==> src/sv/hsc_pkg.sv <==
// hsc_pkg: shared types, codes and bit-placement functions for the
// SECDED (31,26) codec. No dependencies.

package hsc_pkg;

   localparam int unsigned DATA_W   = 26;
   localparam int unsigned BODY_W   = 31;
   localparam int unsigned WORD_W   = 32;
   localparam int unsigned SYN_W    = 5;

   // check positions 1, 2, 4, 8, 16 live at bits 0, 1, 3, 7, 15
   localparam logic [BODY_W-1:0] CHECK_MASK = 31'h0000808B;

   typedef enum logic {
      OP_ENCODE = 1'b0,
      OP_DECODE = 1'b1
   } op_type;

   typedef enum logic [1:0] {
      ST_CLEAN         = 2'd0,
      ST_CORRECTED     = 2'd1,
      ST_PARITY_BIT    = 2'd2,
      ST_UNCORRECTABLE = 2'd3
   } status_type;

   // front stage -> check stage
   typedef struct packed {
      op_type              op;
      logic [BODY_W-1:0]   body;
      logic [SYN_W-1:0]    syn;
      logic                par31;
   } front_type;

   // check stage -> fix stage
   typedef struct packed {
      op_type              op;
      logic [BODY_W-1:0]   body;
      logic [SYN_W-1:0]    syn;
      logic                flag;
   } check_type;

   // fix stage -> output
   typedef struct packed {
      logic [WORD_W-1:0]   result_word;
      status_type          status;
   } result_type;

   function automatic logic [BODY_W-1:0] scatter(input logic [DATA_W-1:0] data);
      logic [BODY_W-1:0] cw;
      int unsigned       d;
      cw = '0;
      d  = 0;
      for (int unsigned i = 0; i < BODY_W; i++) begin
         if (!CHECK_MASK[i]) begin
            cw[i] = data[d];
            d++;
         end
      end
      return cw;
   endfunction

   function automatic logic [DATA_W-1:0] gather(input logic [BODY_W-1:0] cw);
      logic [DATA_W-1:0] data;
      int unsigned       d;
      data = '0;
      d    = 0;
      for (int unsigned i = 0; i < BODY_W; i++) begin
         if (!CHECK_MASK[i]) begin
            data[d] = cw[i];
            d++;
         end
      end
      return data;
   endfunction

   // xor of the positions (bit index + 1) of all set bits
   function automatic logic [SYN_W-1:0] syndrome(input logic [BODY_W-1:0] cw);
      logic [SYN_W-1:0] s;
      s = '0;
      for (int unsigned i = 0; i < BODY_W; i++) begin
         if (cw[i]) begin
            s = s ^ SYN_W'(i + 1);
         end
      end
      return s;
   endfunction

endpackage

==> src/sv/hsc_if.sv <==
// hsc_if: valid/ready channel interfaces for the codec's request and
// response sides. Depends on hsc_pkg.

interface hsc_req_if;
   logic                           valid;
   logic                           ready;
   hsc_pkg::op_type                op;
   logic [hsc_pkg::WORD_W-1:0]     word;

   modport source (output valid, output op, output word, input ready);
   modport sink   (input valid, input op, input word, output ready);
endinterface

interface hsc_rsp_if;
   logic                           valid;
   logic                           ready;
   logic [hsc_pkg::WORD_W-1:0]     result_word;
   logic [1:0]                     status;

   modport source (output valid, output result_word, output status, input ready);
   modport sink   (input valid, input result_word, input status, output ready);
endinterface

==> src/sv/hamming_secded_31_26_codec_core.sv <==
// Top level of the SECDED (31,26) codec: three-stage pipeline.
// Depends on hsc_pkg, hsc_if, hsc_front, hsc_check and hsc_fix.

// Stateless single-error-correct, double-error-detect Hamming codec. Each
// transaction carries op (encode or decode) and a 32-bit word and yields one
// response. The block accepts one transaction every clock while the response
// side is ready and passes each result through three register stages
// (syndrome, check-bit and parity, correct and extract). A stalled response
// backs up through the stages with no loss, and req_bus.ready falls only
// when all stages hold data. Decode corrects the bit at the codeword
// position that the syndrome names, check positions included, and returns
// zero data with status 3 on a double error.

module hamming_secded_31_26_codec_core (
   input  logic        clock,
   input  logic        reset,
   hsc_req_if.sink     req_bus,
   hsc_rsp_if.source   rsp_bus
);

   logic                 front_valid;
   logic                 front_ready;
   hsc_pkg::front_type   front_data;
   logic                 check_valid;
   logic                 check_ready;
   hsc_pkg::check_type   check_data;
   hsc_pkg::result_type  result;

   hsc_front u_front (
      .clock     (clock),
      .reset     (reset),
      .in_valid  (req_bus.valid),
      .in_ready  (req_bus.ready),
      .in_op     (req_bus.op),
      .in_word   (req_bus.word),
      .out_valid (front_valid),
      .out_ready (front_ready),
      .out_data  (front_data)
   );

   hsc_check u_check (
      .clock     (clock),
      .reset     (reset),
      .in_valid  (front_valid),
      .in_ready  (front_ready),
      .in_data   (front_data),
      .out_valid (check_valid),
      .out_ready (check_ready),
      .out_data  (check_data)
   );

   hsc_fix u_fix (
      .clock     (clock),
      .reset     (reset),
      .in_valid  (check_valid),
      .in_ready  (check_ready),
      .in_data   (check_data),
      .out_valid (rsp_bus.valid),
      .out_ready (rsp_bus.ready),
      .out_data  (result)
   );

   assign rsp_bus.result_word = result.result_word;
   assign rsp_bus.status      = result.status;

endmodule

==> src/sv/hsc_front.sv <==
// hsc_front: first pipeline stage, places data bits (encode) or takes the
// received body (decode) and computes the syndrome. Depends on hsc_pkg.

module hsc_front (
   input  logic                       clock,
   input  logic                       reset,
   input  logic                       in_valid,
   output logic                       in_ready,
   input  hsc_pkg::op_type            in_op,
   input  logic [hsc_pkg::WORD_W-1:0] in_word,
   output logic                       out_valid,
   input  logic                       out_ready,
   output hsc_pkg::front_type         out_data
);

   logic                 valid_ff;
   hsc_pkg::front_type   data_ff;
   hsc_pkg::front_type   data_in;
   logic [hsc_pkg::BODY_W-1:0] body;

   assign in_ready = !valid_ff || out_ready;

   always_comb begin
      if (in_op == hsc_pkg::OP_DECODE) begin
         body = in_word[hsc_pkg::BODY_W-1:0];
      end else begin
         body = hsc_pkg::scatter(in_word[hsc_pkg::DATA_W-1:0]);
      end
      data_in.op    = in_op;
      data_in.body  = body;
      data_in.syn   = hsc_pkg::syndrome(body);
      data_in.par31 = (in_op == hsc_pkg::OP_DECODE) ? in_word[hsc_pkg::WORD_W-1] : 1'b0;
   end

   always_ff @(posedge clock) begin
      if (reset) begin
         valid_ff <= 1'b0;
      end else if (in_ready) begin
         valid_ff <= in_valid;
      end
   end

   always_ff @(posedge clock) begin
      if (in_ready && in_valid) begin
         data_ff <= data_in;
      end
   end

   assign out_valid = valid_ff;
   assign out_data  = data_ff;

endmodule

==> src/sv/hsc_check.sv <==
// hsc_check: second pipeline stage, inserts check bits and overall parity
// on encode, computes the parity mismatch on decode. Depends on hsc_pkg.

module hsc_check (
   input  logic                clock,
   input  logic                reset,
   input  logic                in_valid,
   output logic                in_ready,
   input  hsc_pkg::front_type  in_data,
   output logic                out_valid,
   input  logic                out_ready,
   output hsc_pkg::check_type  out_data
);

   logic                 valid_ff;
   hsc_pkg::check_type   data_ff;
   hsc_pkg::check_type   data_in;
   logic [hsc_pkg::BODY_W-1:0] cw;

   assign in_ready = !valid_ff || out_ready;

   always_comb begin
      cw = in_data.body;
      if (in_data.op == hsc_pkg::OP_ENCODE) begin
         // check bit k goes to position 2^k
         cw[0]  = in_data.syn[0];
         cw[1]  = in_data.syn[1];
         cw[3]  = in_data.syn[2];
         cw[7]  = in_data.syn[3];
         cw[15] = in_data.syn[4];
      end
      data_in.op   = in_data.op;
      data_in.body = cw;
      data_in.syn  = in_data.syn;
      // encode: overall parity bit; decode: odd parity over all 32 bits
      data_in.flag = (^cw) ^ in_data.par31;
   end

   always_ff @(posedge clock) begin
      if (reset) begin
         valid_ff <= 1'b0;
      end else if (in_ready) begin
         valid_ff <= in_valid;
      end
   end

   always_ff @(posedge clock) begin
      if (in_ready && in_valid) begin
         data_ff <= data_in;
      end
   end

   assign out_valid = valid_ff;
   assign out_data  = data_ff;

endmodule

==> src/sv/hsc_fix.sv <==
// hsc_fix: last pipeline stage, corrects a single error, extracts data
// and sets the status; holds the output register. Depends on hsc_pkg.

module hsc_fix (
   input  logic                clock,
   input  logic                reset,
   input  logic                in_valid,
   output logic                in_ready,
   input  hsc_pkg::check_type  in_data,
   output logic                out_valid,
   input  logic                out_ready,
   output hsc_pkg::result_type out_data
);

   logic                 valid_ff;
   hsc_pkg::result_type  data_ff;
   hsc_pkg::result_type  data_in;
   logic [hsc_pkg::BODY_W-1:0] flip;
   logic                 syn_zero;

   assign in_ready = !valid_ff || out_ready;

   always_comb begin
      syn_zero = (in_data.syn == '0);
      flip     = hsc_pkg::BODY_W'(1) << (in_data.syn - hsc_pkg::SYN_W'(1));
      data_in.result_word = '0;
      data_in.status      = hsc_pkg::ST_CLEAN;
      if (in_data.op == hsc_pkg::OP_ENCODE) begin
         data_in.result_word = {in_data.flag, in_data.body};
      end else if (syn_zero) begin
         data_in.result_word = hsc_pkg::WORD_W'(hsc_pkg::gather(in_data.body));
         data_in.status = in_data.flag ? hsc_pkg::ST_PARITY_BIT : hsc_pkg::ST_CLEAN;
      end else if (in_data.flag) begin
         data_in.result_word = hsc_pkg::WORD_W'(hsc_pkg::gather(in_data.body ^ flip));
         data_in.status      = hsc_pkg::ST_CORRECTED;
      end else begin
         // nonzero syndrome with even parity: double error
         data_in.status = hsc_pkg::ST_UNCORRECTABLE;
      end
   end

   always_ff @(posedge clock) begin
      if (reset) begin
         valid_ff <= 1'b0;
      end else if (in_ready) begin
         valid_ff <= in_valid;
      end
   end

   always_ff @(posedge clock) begin
      if (in_ready && in_valid) begin
         data_ff <= data_in;
      end
   end

   assign out_valid = valid_ff;
   assign out_data  = data_ff;

endmodule

==> src/flat_wrapper.sv <==
// flat-port wrapper written by rule: the top's interface ports become plain ports
module hamming_secded_31_26_codec_core_flat 
  (clock, reset, req_bus_valid, req_bus_op, req_bus_word, req_bus_ready, rsp_bus_valid, rsp_bus_result_word, rsp_bus_status, rsp_bus_ready);
  hsc_req_if req_bus_i ();
  hsc_rsp_if rsp_bus_i ();
  input  logic clock;
  input  logic reset;
  input wire logic [$bits(req_bus_i.valid)-1:0] req_bus_valid;
  input wire logic [$bits(req_bus_i.op)-1:0] req_bus_op;
  input wire logic [$bits(req_bus_i.word)-1:0] req_bus_word;
  output wire logic [$bits(req_bus_i.ready)-1:0] req_bus_ready;
  output wire logic [$bits(rsp_bus_i.valid)-1:0] rsp_bus_valid;
  output wire logic [$bits(rsp_bus_i.result_word)-1:0] rsp_bus_result_word;
  output wire logic [$bits(rsp_bus_i.status)-1:0] rsp_bus_status;
  input wire logic [$bits(rsp_bus_i.ready)-1:0] rsp_bus_ready;
  assign req_bus_i.valid = req_bus_valid;
  assign req_bus_i.op = req_bus_op;
  assign req_bus_i.word = req_bus_word;
  assign req_bus_ready = req_bus_i.ready;
  assign rsp_bus_valid = rsp_bus_i.valid;
  assign rsp_bus_result_word = rsp_bus_i.result_word;
  assign rsp_bus_status = rsp_bus_i.status;
  assign rsp_bus_i.ready = rsp_bus_ready;
  hamming_secded_31_26_codec_core u_core (.clock(clock), .reset(reset), .req_bus(req_bus_i), .rsp_bus(rsp_bus_i));
endmodule
==> config.mk <==
export PLATFORM = sky130hd
export DESIGN_NAME = hamming_secded_31_26_codec_core_flat
export DESIGN_NICKNAME = d
export VERILOG_FILES = /design/src/sv/hsc_pkg.sv /design/src/sv/hsc_if.sv /design/src/sv/hamming_secded_31_26_codec_core.sv /design/src/sv/hsc_front.sv /design/src/sv/hsc_check.sv /design/src/sv/hsc_fix.sv /design/src/flat_wrapper.sv
export SDC_FILE = /design/constraint.sdc
export NUM_CORES = 1
export LEC_CHECK = 0
export ABC_AREA = 1
export BUFFER_PORTS_ARGS = -buffer_cell sky130_fd_sc_hd__buf_2
export CORE_MARGIN = 2
export CORE_UTILIZATION = 60
export CTS_BUF_LIST = sky130_fd_sc_hd__clkbuf_2 sky130_fd_sc_hd__clkbuf_4 sky130_fd_sc_hd__clkbuf_8
export CTS_CLUSTER_DIAMETER = 100
export CTS_CLUSTER_SIZE = 24
export DETAILED_ROUTE_END_ITERATION = 8
export PLACE_DENSITY = 0.81
export SKIP_CTS_REPAIR_TIMING = 1
export SYNTH_ARGS = -nofsm -noshare
export SYNTH_HDL_FRONTEND = slang
export SYNTH_SLANG_ARGS = --single-unit
==> constraint.sdc <==
create_clock -name clock -period 3.6 [get_ports clock]
set_clock_uncertainty 0.05 [all_clocks]
set_input_delay 0.9 -clock clock [delete_from_list [all_inputs] [get_ports clock]]
set_output_delay 0.9 -clock clock [all_outputs]
set_load 0.03 [all_outputs]
== After elaboration in Yosys (flattened, before gate mapping) ==
Cells that the tools add are included.

* Add/subtract/negate cells: 73
* Magnitude comparators: 125
* Shift-type cells: 1
* Multiplexer cells: 516
* Bitwise gates (word level): 32
* Reduce and logical (&&, ||, !) cells: 61

{| class="wikitable"
|+ Operators by type and width
! kind !! count
|-
| 32-bit two-way mux || 151
|-
| 26-bit two-way mux || 121
|-
| 32-bit by 6-bit < comparator with 1-bit output, second input constant || 75
|-
| 32-bit by 1-bit adder with 32-bit output, second input constant || 72
|-
| 32-bit by 1-bit >= comparator with 1-bit output, second input constant || 50
|-
| 26-bit bitwise mux || 50
|-
| 1-bit demux with 5-bit select || 50
|-
| 1-bit binary-select mux with 5-bit select || 25
|-
| 1-bit two-way mux || 84
|-
| 5-bit two-way mux || 16
|-
| 1-bit logical AND || 53
|-
| 34-bit two-way mux || 1
|-
| 4-bit two-way mux || 8
|-
| 31-bit two-way mux || 1
|-
| 31-bit XOR reduction || 1
|-
| 1-bit by 5-bit << shifter with 31-bit output, first input constant || 1
|-
| 31-bit XOR || 1
|-
| 3-bit NOT || 10
|-
| 2-bit NOT || 10
|-
| 4-bit NOT || 5
|-
| 3-bit two-way mux || 4
|-
| 2-bit two-way mux || 5
|-
| 5-bit logical NOT || 1
|-
| 5-bit NOT || 1
|-
| 5 further kinds || 12
|}

* Flip-flop bits (word level): 113
* Input port bits: 37
* Output and inout port bits: 36
* Word-level logic and storage cells: 821

== Depth between registers and ports, before layout ==
* Depth in word-level cells: 109
* Gate-level depth with buffers: 17
* Depth with buffers taken out: 15

== Cells and area by module ==
From an unflattened synthesis, not the netlist that was laid out.

* Cell total of the unflattened synthesis: 885
* Area total of the unflattened synthesis: 6962.9 um^2

{| class="wikitable"
|+ Modules (own cells, without submodules)
! module !! instances !! cells an instance !! area an instance (um^2) !! sequential area each (um^2)
|-
| hsc_front || 1 || 415 || 2889.0 || 1161.1
|-
| hsc_fix || 1 || 257 || 2120.8 || 1041.0
|-
| hsc_check || 1 || 213 || 1953.1 || 1161.1
|}

== Worst setup path before layout ==
No wires, ideal clock.

* Path kind: input -> register
* Start point: in rsp_bus_ready
* End point: reg u_core.u_fix.data_ff (netlist bit u_core.u_fix.out_data[0]), enable pin
* Library setup time: 0.437 ns
* Arrival time: 2.608 ns
* Required time: 3.113 ns
* Path slack: 0.505 ns
* Stages: 2
* Path buffers: 0
* Cell sequence: inv_1 a21oi_1

* Longest elaborated chain between the ends: 2

{| class="wikitable"
|+ Ends and longest elaborated chain
! item !! RTL line !! text
|-
| from (decl) || flat_wrapper.sv:15 || <nowiki>input wire logic [$bits(rsp_bus_i.ready)-1:0] rsp_bus_ready;</nowiki>
|-
| 1-bit logical OR || hsc_fix.sv:21 || <nowiki>assign in_ready = !valid_ff || out_ready;</nowiki>
|-
| 1-bit logical AND || hsc_fix.sv:51 || <nowiki>if (in_ready && in_valid) begin</nowiki>
|-
| to (signal assigned) || hsc_fix.sv:52 || <nowiki>data_ff <= data_in;</nowiki>
|-
| to (decl) || hsc_fix.sv:16 || <nowiki>hsc_pkg::result_type data_ff;</nowiki>
|}

No other way between the ends.
A chain may end at the register's enable or synchronous reset.

== Final worst setup path ==
* Start point: in rsp_bus_ready
* End point: out req_bus_ready

* Longest elaborated chain between the ends: 3

{| class="wikitable"
|+ Ends and longest elaborated chain
! item !! RTL line !! text
|-
| 1-bit logical OR || hsc_fix.sv:21 ||
|-
| 1-bit logical OR || hsc_check.sv:20 || <nowiki>assign in_ready = !valid_ff || out_ready;</nowiki>
|-
| 1-bit logical OR || hsc_front.sv:21 || <nowiki>assign in_ready = !valid_ff || out_ready;</nowiki>
|-
| to (decl) || flat_wrapper.sv:11 || <nowiki>output wire logic [$bits(req_bus_i.ready)-1:0] req_bus_ready;</nowiki>
|}

No other way between the ends.

==> flow_summary.json <==
{
  "status": "finished, final reports clean",
  "insertion_delay_ns": 0.42,
  "pin_count": 73,
  "critical_path.max_fanout": 3,
  "vias": 5487,
  "drv_slew": 0,
  "crit_arrival_ns": 1.62,
  "avgSynthCellArea_um2": 7.77,
  "hold_path.class": "reg2reg",
  "hold_viol_final": 0,
  "fin_crit_ns": 2.57,
  "powerDensity_mw_per_mm2": 455,
  "vias_per_cell": 5.09,
  "netlist_area_mm2": 0.00661,
  "die_w_um": 109,
  "cp_top_family": "buffers and inverters",
  "p_leak_nw": 3.70,
  "synth-main-ff-cell": "edfxtp_1",
  "maxCapViolCount": 0,
  "wl_um": 14400,
  "grt.overflow.total": 0,
  "ant_nets": 0,
  "die_h_um": 109,
  "hold_start": "u_core.u_front.out_data[4]",
  "ys_ff_latch": 113,
  "drt_iter0_drc": 296,
  "area_growth_pct": 12.5,
  "async_flop_share_pct": 0,
  "grt_max_degree": 63,
  "max_freq_mhz": 389,
  "cp_cell_sequence": "buf_2 > inv_1 > nand2_1 > nor2_1 > nand2_1 > buf_2",
  "reg2reg_from": "u_core.u_check.out_data[1]",
  "crit_path_top_delay_cell": "buf_2",
  "rsz0062_at_grt": "false",
  "synth_area_leaders": "edfxtp_1, nand2_1, inv_1, xor2_1, nand3_1",
  "worst_setup_path_end_kind": "output port",
  "path_clk_slew_ns": 0.06,
  "place_inst": 1048,
  "place_hpwl_um": 11300,
  "drcViolationCount": 0,
  "setup_viol": 0,
  "cts_buffers": 17,
  "fin_nets": 964,
  "setup_tns_ns": 0,
  "critPathKind": "in2out",
  "portBuffers": 72,
  "synth_common_cells": "nand2_1, inv_1, edfxtp_1",
  "reg2regPathDepth": 11,
  "worstPathRequired_ns": 2.65,
  "tightest_slew_ns": 0.998,
  "worst-path-buf-inv": 3,
  "drive_above_1_share_pct": 11.8,
  "cpPeakStageDelay_ns": 0.19,
  "grt_pass1_vias": 4957,
  "detailedRoute.firstPassIterationCount": 7,
  "cp-start-kind": "input port",
  "clk_path_buf_depth": 2,
  "antenna_found_initial": 0,
  "synth_fp_nets": 887,
  "p_total_mw": 3.38,
  "hold_depth": 0,
  "yosysMostFrequentCell": "nand2_1",
  "die_area_mm2": 0.0119,
  "synth_top_area_share_pct": 50.0,
  "synth_edf_count": 110,
  "hold_path_end": "u_core.u_check.out_data[4]",
  "gp_congestion": 0.978,
  "relSlewSlack_pct": 33.3,
  "yosysWarnings": 0,
  "power.ir.vdd_worst_mv": 0.218,
  "synth_cell_type_count": 26,
  "clock-sinks": 113,
  "wire_per_inst_um": 13.4,
  "grt_pass1_wl_um": 23500,
  "layoutNonFillerInstCount": 1078,
  "core_mm2": 0.0108,
  "r2r_slack_ns": 1.32,
  "fin_crit_sh_pct": 71.5,
  "cts_max_level": 4,
  "track_usage_pct": 26.6,
  "cts-root-buf": "clkbuf_8",
  "synth_seq_area_share_pct": 50.9,
  "antenna_cells": 0,
  "r2r_end": "u_core.u_fix.out_data[4]",
  "syn_inst": 850,
  "num-fill-cells": 876,
  "initial_core_util_pct": 61.2,
  "synth_area_leader_cell": "edfxtp_1",
  "cts_tree": "built",
  "rows": 38
}
==> through the flow <==
step | hold WS [ns] | util, % | worst slack, ns | area, um2
after floorplan | 0.375 | - | 0.505 | 6610
after global placement | 0.403 | 65.5 | 0.712 | 7070
after detailed placement | 0.398 | 65.5 | 0.696 | 7070
after CTS | 0.410 | 68.9 | 1.01 | 7430
after global routing | 0.426 | 68.9 | 0.937 | 7430
final | 0.415 | 68.9 | 1.03 | 7430
==> power by group <==
part           internal (mW)  switching, mW  leakage, nW
combinational          0.222          0.460         2.44
sequential              1.56         0.0576         1.08
clock                  0.603          0.483        0.172
==> area by class of cell <==
| type | instances | area, um2 | share of cell area (%) |
|---|---|---|---|
| Clock inverter | 12 | 120 | 1.62 |
| Tap cell | 140 | 175 | 2.36 |
| Clock buffer | 18 | 241 | 3.25 |
| Timing Repair Buffer | 75 | 395 | 5.32 |
| Multi-Input combinational cell | 602 | 2700 | 36.3 |
| Inverter | 118 | 443 | 5.96 |
| Sequential cell | 113 | 3360 | 45.2 |
==> registers in the layout (all words and copies together) (netlist names) <==
register	flops
u_core.u_front.out_valid	1
u_core.u_check.out_valid	1
u_core.u_check.out_data	38
u_core.u_fix.out_valid	1
u_core.u_fix.out_data	34
u_core.u_front.out_data	38
==> placed cells by master, fill, tap and decap left out, drive strengths merged, types with 4 or more instances in the layout <==
cell type	count
nor2	40
clkbuf	18
xnor2	20
edfxtp	110
clkinv	6
xor2	26
clkinvlp	4
o21ai	47
nand2	397
a21oi	14
buf	75
o22ai	9
nand3	42
inv	118
==> cell families after synthesis <==
family | synth area share [%]
compound gates | 5.81
xor+xnor | 6.10
buf+inv | 8.47
flops | 50.9
simple gates | 28.7
==> worst max-delay path by stage <==
stage	end	slack, ns	from	cells past startpoint
global route	req_bus_ready	0.94	rsp_bus_ready	6
CTS	req_bus_ready	1.01	rsp_bus_ready	6
global placement	u_core.u_front.out_data[4]	0.71	req_bus_op	10
detailed placement	u_core.u_front.out_data[4]	0.70	req_bus_op	10
finish	req_bus_ready	1.03	rsp_bus_ready	6
floorplan	u_core.u_fix.out_data[0]	0.51	rsp_bus_ready	2
==> per-layer routing <==
layer | global-route usage (%) | vias to the layer above | wire length, um
met5 | 0 | - | 0
met1 | 31.5 | 2386 | 5830
met4 | 14.4 | 0 | 687
met2 | 45.2 | 219 | 7090
li1 | - | 2829 | -
met3 | 5.44 | 53 | 815
Note: power is estimated with default switching activity, not from simulation.
